**config.mk**
```make
export PLATFORM = sky130hd
export DESIGN_NAME = trial_division_primality
export DESIGN_NICKNAME = d
export VERILOG_FILES = /design/src/rtl/tdp_pkg.sv /design/src/rtl/tdp_divider.sv /design/src/rtl/trial_division_primality.sv
export SDC_FILE = /design/constraint.sdc
export NUM_CORES = 1
export LEC_CHECK = 0
export ABC_AREA = 0
export BUFFER_PORTS_ARGS = -buffer_cell sky130_fd_sc_hd__buf_2
export CORE_ASPECT_RATIO = 1.75
export CORE_MARGIN = 5
export CORE_UTILIZATION = 42
export CTS_CLUSTER_DIAMETER = 200
export DETAILED_ROUTE_END_ITERATION = 16
export GPL_ROUTABILITY_DRIVEN = 0
export PLACE_DENSITY_LB_ADDON = 0.3
export SETUP_SLACK_MARGIN = 0.1
export SLEW_MARGIN = 20
export SYNTH_ARGS = -nofsm -noshare
export SYNTH_HDL_FRONTEND = slang
export SYNTH_HIERARCHICAL = 1
export SYNTH_SLANG_ARGS = --single-unit
```
**constraint.sdc**
```tcl
create_clock -name clk -period 6.7 [get_ports clk]
set_clock_uncertainty 0.05 [all_clocks]
set_input_delay 0.335 -clock clk [delete_from_list [all_inputs] [get_ports clk]]
set_output_delay 0.335 -clock clk [all_outputs]
set_load 0.02 [all_outputs]
```
**src/rtl/tdp_pkg.sv**
```systemverilog
// shared types and result codes for the trial division primality block
package tdp_pkg;

  typedef logic [1:0] class_t;

  localparam class_t CLASS_PRIME     = 2'd0;
  localparam class_t CLASS_COMPOSITE = 2'd1;
  localparam class_t CLASS_NEITHER   = 2'd2;

endpackage

```
**src/rtl/tdp_divider.sv**
```systemverilog
// bit-serial restoring divider giving quotient and remainder, one bit a cycle
module tdp_divider #(
  parameter int WIDTH = 32
) (
  input  logic             clk,
  input  logic             rst,
  input  logic             start,
  input  logic [WIDTH-1:0] dividend,
  input  logic [WIDTH-1:0] divisor,
  output logic             done,
  output logic [WIDTH-1:0] quotient,
  output logic [WIDTH-1:0] remainder
);

  localparam int CW = $clog2(WIDTH + 1);

  logic             busy;
  logic [CW-1:0]    cnt;
  logic [WIDTH-1:0] dvs;
  logic [WIDTH-1:0] rem;
  logic [WIDTH-1:0] dvd;
  logic [WIDTH:0]   trial;
  logic [WIDTH:0]   diff;
  logic             fits;
  logic [WIDTH-1:0] rem_next;
  logic [WIDTH-1:0] dvd_next;

  // one restoring step: bring down the next dividend bit, subtract if it fits
  always_comb begin
    trial    = {rem, dvd[WIDTH-1]};
    diff     = trial - {1'b0, dvs};
    fits     = (trial >= {1'b0, dvs});
    rem_next = fits ? diff[WIDTH-1:0] : trial[WIDTH-1:0];
    dvd_next = {dvd[WIDTH-2:0], fits};
  end

  always_ff @(posedge clk) begin
    if (rst) begin
      busy <= 1'b0;
      done <= 1'b0;
      cnt  <= '0;
    end else begin
      done <= busy && (cnt == CW'(1));
      if (busy) begin
        cnt <= cnt - CW'(1);
        if (cnt == CW'(1)) begin
          busy <= 1'b0;
        end
      end else if (start) begin
        busy <= 1'b1;
        cnt  <= CW'(WIDTH);
      end
    end
  end

  // datapath, no reset needed
  always_ff @(posedge clk) begin
    if (busy) begin
      rem <= rem_next;
      dvd <= dvd_next;
    end else if (start) begin
      rem <= '0;
      dvd <= dividend;
      dvs <= divisor;
    end
  end

  assign quotient  = dvd;
  assign remainder = rem;

endmodule

```
**src/rtl/trial_division_primality.sv**
```systemverilog
// top level of the trial division primality classifier
//
// Takes one signed VALUE_WIDTH-bit integer per item and returns one 2-bit
// class: 0 prime, 1 composite, 2 neither (magnitude 0 or 1). Only the
// magnitude counts, and the most negative value is read as 2^(VALUE_WIDTH-1).
// Magnitudes below 3 and even magnitudes are settled in the check state.
// An odd magnitude goes through a single bit-serial divider that is reused
// for the divisors 3, 5, 7, ...; each divisor passes through the restart in
// the check state, the divide steps, and the done step in which the
// decision is taken.
// One division yields both the quotient, against which the divisor is
// compared for the square-root bound, and the remainder, tested for zero.
// A prime magnitude m is tried against each odd divisor up to about sqrt(m).
// value_stall stays high from acceptance until the result has been placed
// in the output register, so one item is worked on at a time; the output
// register lets the next item be taken while the previous result waits
// behind result_stall.
module trial_division_primality #(
  parameter int VALUE_WIDTH = 32
) (
  input  logic                   clk,
  input  logic                   rst,
  input  logic                   value_valid,
  output logic                   value_stall,
  input  logic [VALUE_WIDTH-1:0] value,
  output logic                   result_valid,
  input  logic                   result_stall,
  output tdp_pkg::class_t        number_class
);

  import tdp_pkg::*;

  localparam int W = VALUE_WIDTH;

  // sequencer states
  localparam logic [1:0] S_IDLE  = 2'd0;
  localparam logic [1:0] S_CHECK = 2'd1;
  localparam logic [1:0] S_DIV   = 2'd2;
  localparam logic [1:0] S_DONE  = 2'd3;

  logic [1:0]   state;
  logic [W-1:0] mag;      // magnitude under test
  logic [W-1:0] dvsr;     // current odd trial divisor
  class_t       cls;      // verdict waiting to go out
  logic [W-1:0] mag_in;
  logic         div_start;
  logic         div_done;
  logic [W-1:0] div_quo;
  logic [W-1:0] div_rem;
  logic         in_take;
  logic         out_free;

  // magnitude of the incoming item; the most negative value wraps onto itself
  assign mag_in = value[W-1] ? (~value + W'(1)) : value;

  assign value_stall = (state != S_IDLE);
  assign in_take     = value_valid && !value_stall;
  assign out_free    = !result_valid || !result_stall;

  // the divider is only kicked off from the check state, once the easy cases
  // have been ruled out
  assign div_start = (state == S_CHECK) && (mag > W'(2)) && mag[0];

  tdp_divider #(
    .WIDTH(W)
  ) u_div (
    .clk      (clk),
    .rst      (rst),
    .start    (div_start),
    .dividend (mag),
    .divisor  (dvsr),
    .done     (div_done),
    .quotient (div_quo),
    .remainder(div_rem)
  );

  always_ff @(posedge clk) begin
    if (rst) begin
      state        <= S_IDLE;
      result_valid <= 1'b0;
    end else begin
      // a new verdict replaces the one leaving, otherwise the register empties
      if ((state == S_DONE) && out_free) begin
        result_valid <= 1'b1;
      end else if (result_valid && !result_stall) begin
        result_valid <= 1'b0;
      end
      case (state)
        S_IDLE: begin
          if (in_take) begin
            state <= S_CHECK;
          end
        end
        S_CHECK: begin
          // zero, one, two and even magnitudes need no division
          if (div_start) begin
            state <= S_DIV;
          end else begin
            state <= S_DONE;
          end
        end
        S_DIV: begin
          if (div_done) begin
            // past the square root, or a divisor found: verdict is in
            if ((dvsr > div_quo) || (div_rem == '0)) begin
              state <= S_DONE;
            end else begin
              state <= S_CHECK;
            end
          end
        end
        S_DONE: begin
          if (out_free) begin
            state <= S_IDLE;
          end
        end
        default: begin
          state <= S_IDLE;
        end
      endcase
    end
  end

  // payload registers
  always_ff @(posedge clk) begin
    if (in_take) begin
      mag  <= mag_in;
      dvsr <= W'(3);
    end
    if (state == S_CHECK) begin
      if (mag < W'(2)) begin
        cls <= CLASS_NEITHER;
      end else if (mag == W'(2)) begin
        cls <= CLASS_PRIME;
      end else if (!mag[0]) begin
        cls <= CLASS_COMPOSITE;
      end
    end
    if ((state == S_DIV) && div_done) begin
      if (dvsr > div_quo) begin
        cls <= CLASS_PRIME;
      end else if (div_rem == '0) begin
        cls <= CLASS_COMPOSITE;
      end else begin
        dvsr <= dvsr + W'(2);
      end
    end
    if ((state == S_DONE) && out_free) begin
      number_class <= cls;
    end
  end

endmodule
```
Yosys cells after proc, flatten, opt, wreduce, memory -nomap -nowiden

Index checks and enable logic that the tools add are counted.

Bits in registers: 175
Bits of input ports: 36
Output and inout port bits: 4
Logic and storage cells: 80

$add $sub $neg: 4
Magnitude comparators: 4
Eq/ne operators: 8
Multiplexer cells: 30
Bitwise logic cells: 2
Reduce and logical (&&, ||, !) cells: 19

Operator list:

| kind                  | number |
|---|---|
| $mux 32               | 9 |
| $ge 33x32->1          | 1 |
| $add 32x1->32 const B | 1 |
| $add 32x2->32 const B | 1 |
| $eq 32x2->1 const B   | 1 |
| $gt 32x2->1 const B   | 1 |
| $gt 32x32->1          | 1 |
| $logic_not 32->1      | 1 |
| $lt 32x2->1 const B   | 1 |
| $not 32->32           | 1 |
| $sub 32x32->32        | 1 |
| $mux 31               | 1 |
| $mux 2                | 11 |
| $mux 6                | 2 |
| $pmux 2 s4            | 1 |
| $logic_and 1x1->1     | 7 |
| $eq 6x1->1 const B    | 1 |
| $mux 1                | 6 |
| $reduce_bool 2->1     | 3 |
| $sub 6x1->6 const B   | 1 |
| $eq 2x2->1 const B    | 2 |
| $ne 2x2->1 const B    | 2 |
| $logic_not 1->1       | 3 |
| $reduce_and 3->1      | 1 |
| other kinds (6)       | 7 |

Logic depth before layout (Yosys ltp)

Depth in word-level cells: 7
Depth in mapped cells: 14
Mapped depth without buffers: 12

Hierarchy

Netlist, hierarchy kept.

Modules (own cells, without submodules):

| module                   | times used | cells each | area an instance (um^2) | seq. area each (um^2) |
|---|---|---|---|---|
| tdp_divider              | 1          | 513        | 5,998.3                 | 3,042.9 |
| trial_division_primality | 1          | 488        | 4,476.8                 | 1,771.7 |

Worst setup path after synthesis

No wires, ideal clock.

Kind: input port to flip-flop
From: input port value[5]
To: register mag[29] (data pin)
Setup time: 263 ps
Arrival: 2,978 ps
Data required time: 6,387 ps
Slack: 3,409 ps
Stages: 7
Buffers on the path: 0
Cells stage by stage: or4_4 > or4_4 > or3b_1 > or4_4 > or4_4 > o41ai_2 > xnor2_1

Longest elaborated chain between the ends: 3

RTL lines:

| item                 | line                            | RTL |
|---|---|---|
| from (decl)          | trial_division_primality.sv:25  | `input logic [VALUE_WIDTH-1:0] value,` |
| $not 32->32          | trial_division_primality.sv:54  | `assign mag_in = value[W-1] ? (~value + W'(1)) : value;` |
| $add 32x1->32        | trial_division_primality.sv:54  |  |
| $mux 31              | trial_division_primality.sv:54  |  |
| named net mag_in[29] | trial_division_primality.sv:45  | `logic [W-1:0] mag_in;` |
| to (signal assigned) | trial_division_primality.sv:127 | `mag <= mag_in;` |
| to (decl)            | trial_division_primality.sv:42  | `logic [W-1:0] mag;` |

The timed path passes the listed nets, and every way through them passes these cells.
A chain may end at the register's enable or synchronous reset.

Final worst setup path

From: register u_div.rem[7], in the netlist u_div/remainder[7]
To: register u_div.rem[5], in the netlist u_div/remainder[5] (data pin)

Longest elaborated chain between the ends: 3

RTL lines:

| item                   | line              | RTL |
|---|---|---|
| from (decl)            | tdp_divider.sv:20 | `logic [WIDTH-1:0] rem;` |
| from (signal assigned) | tdp_divider.sv:59 | `rem <= rem_next;` |
| $ge 33x32->1           | tdp_divider.sv:32 | `fits = (trial >= {1'b0, dvs});` |
| $mux 32                | tdp_divider.sv:33 | `rem_next = fits ? diff[WIDTH-1:0] : trial[WIDTH-1:0];` |
| $mux 32                | tdp_divider.sv:58 | `if (busy) begin` |

No other way between the ends.

==> results.cfg <==
[setup_path]
arrival_ns = 3.64
reg2reg_slack_ns = 3.19
slowest_delay_ns = 0.52
critPathSlowestCell = buf_4
path_class = reg2reg
crit_top_cell = nor2_1
rr_worst_depth = 11
worst-path-buf-inv = 1
critPathCaptureType = flip-flop
required_ns = 6.82
startpoint_type = flip-flop
critical_path_cell_count = 11
crit_family = compound AO/OA/AOI/OAI gates
cp_cell_sequence = ha_1 > a21oi_1 > nor2_1 > o41ai_4 > a211oi_2 > o21ai_2 > o21bai_2 > a21oi_4 > buf_4 > mux2i_1 > nor2_1
worstPathMaxFanout = 31

[final_layout]
n_antenna_cell = 0
nets = 1140
drive_gt1_frac = 0.1250
area_delta_synth_final_pct = 9.961

[global_route]
grt_pass1_wl_mm = 37.38
grt_overflow_total = 0
antenna_found_initial = 0
grt_pass1_vias = 7614
grt_max_degree = 43
grtUsageTotal = 0.1686

[routing]
wl_per_cell_um = 16.82
first_pass_iters = 4
antenna_left = 0
drt_iter0_markers = 351
drc = 0
routed_wl_mm = 22.87
vias = 7504
vias_per_cell = 5.518

[logic_synthesis]
yosys.cell_count.top_type = edfxtp_1
ys_seq_area_frac = 0.4596
synth_flop_cell = edfxtp_1
async_reset_ff_frac = 0
syn_area_mm2 = 0.01048
synth_top_area_share = 0.3755
synthTopCellsByCount = 131 x edfxtp_1, 86 x nand2_1, 85 x inv_1, 68 x ha_1, 67 x nor2_1
synth_cells = 1001
synth_cell_types = 72
synth_edf_count = 131
syn_area_per_cell_um2 = 10.46
synth_top_area_cell = edfxtp_1
synth_area_leaders = edfxtp_1 38%, dfxtp_1 8.4%, ha_1 8.1%
synth-seq-cells = 175
synth_nets = 1106
ys_warn_count = 6

[floorplan]
die_area_mm2 = 0.02832
ios = 40
start_util = 0.4253
rows = 76
die_h_um = 218.9
die_w_um = 129.4
coreArea_mm2 = 0.02463

[sta]
max_slew.worst_pin.slew_ns = 0.9402
fmax_mhz = 284.6
hold_viol = 0
grt_setup_unrepaired = false
fin_setup_tns_ns = 0
report.final.slew_viol_count = 0
slew_headroom = 0.3732
holdWs_ns = 0.1234
setup_viol = 0
layout_worst_path_cycle_share = 0.5243
period_needed_ns = 3.513

[hold_path]
worstHoldPathCells = 1
hp-class = in2reg

[clock_tree]
clock-sinks = 175
worstSkewPairLatency_ns = 0.44
h-tree-depth = 4
cts_buffer_depth = 2
holdBufCountCts = 0
cts_setup_buffers = 0
path_clk_slew_ns = 0.06
cts_buffers = 17
clock-root-buffer = clkbuf_16
cts_tree = done
cts_resized = 0

[power]
leakagePower_nw = 4.378
irDropWorstVdd_mv = 0.2264
power_density_mw_per_mm2 = 226.1
total_power_w = 0.002604

[place]
numPortBuffers = 39
dpl.hpwl_mm = 17.88

[run_status]
status = completed

[job]
drv_cap = 0
## cell families (layout without fill, tap and decap cells)
logic type | count (synthesis) | after routing | share of synthesized area
multiplexers | 86 | 86 | 0.08708
adder cells (fa/ha/maj) | 69 | 69 | 0.08313
XOR/XNOR | 57 | 57 | 0.04766
buffers and inverters | 118 | 165 | 0.04539
AO/OA/AOI/OAI | 179 | 179 | 0.1208
flip-flops | 175 | 175 | 0.4596
AND/OR/NAND/NOR | 317 | 317 | 0.1564
## power breakdown
part           switching [W]  leakage [nW]  internal, W
Sequential         0.0000463          1.61      0.00124
Clock               0.000412         0.249     0.000509
Combinational       0.000227          2.52     0.000166
Total               0.000685          4.38      0.00192
## layer usage
| layer | share of wire | up-vias | wire (µm) | GRT usage |
|---|---|---|---|---|
| met1 | 0.35 | 3573 | 8081 | 0.1560 |
| met3 | 0.024 | 50 | 543 | 0.02898 |
| li1 | - | 3761 | - | - |
| met5 | 0 | - | 0 | 0 |
| met2 | 0.59 | 120 | 13480 | 0.3433 |
| met4 | 0.034 | 0 | 767 | 0.07638 |
## area by class of cell
class                      count  area [µm²]
clock buffer                  22       444.2
clock inverter                10       91.34
fill                        2254       13110
inverter                      85       319.1
multi-input combinational    708        5195
sequential                   175        4816
tap                          312       390.4
timing repair buffer          48       262.8
## registers in the layout, indices dropped and copies added, names as in the netlist
name / count
u_div/busy: 1
u_div/dvs: 32
u_div/remainder: 32
mag: 32
u_div/quotient: 32
result_valid: 1
number_class: 2
u_div/done: 1
dvsr: 32
state: 2
cls: 2
u_div/cnt: 6
## final timing paths
| kind | start | to |
|---|---|---|
| worst max register to register | u_div/remainder[7] | u_div/remainder[5] |
| worst min-delay path | value[0] | mag[0] |
| worst max-delay path | u_div/remainder[7] | u_div/remainder[5] |
| worst min register to register | dvsr[0] | u_div/dvs[0] |
## metrics by stage
stage | instances | utilization | area (µm²) | worst slack (ns)
5_1_grt | 1360 | 0.4677 | 11520 | 2.983
3_5_place_dp | 1328 | 0.4459 | 10980 | 3.000
4_1_cts | 1360 | 0.4677 | 11520 | 3.163
3_3_place_gp | 1328 | 0.4459 | 10980 | 3.042
6_report | 1360 | 0.4677 | 11520 | 3.187
2_1_floorplan | 1001 | - | 10480 | 3.409
## layout by cell type, fill, tap and decap left out, types with 6 or more instances in the layout
master,netlist,final
xor2_1,12,12
dfxtp_1,44,43
a21o_1,24,24
a21oi_1,48,48
buf_4,0,9
nand4_1,25,25
clkbuf_16,0,17
nor3_1,19,19
nand3_1,17,17
and3_1,9,9
a31oi_1,6,6
mux2_2,31,31
buf_2,2,39
nor2_1,67,67
nand2_1,86,86
xnor2_1,45,45
o21ai_0,33,33
nor2b_1,11,10
or4_1,8,8
edfxtp_1,131,131
o31ai_1,12,12
inv_1,85,84
nor4_1,31,31
ha_1,68,68
mux2i_1,54,54
nand2b_1,14,14
No activity file was read; power rests on OpenSTA's default activity.
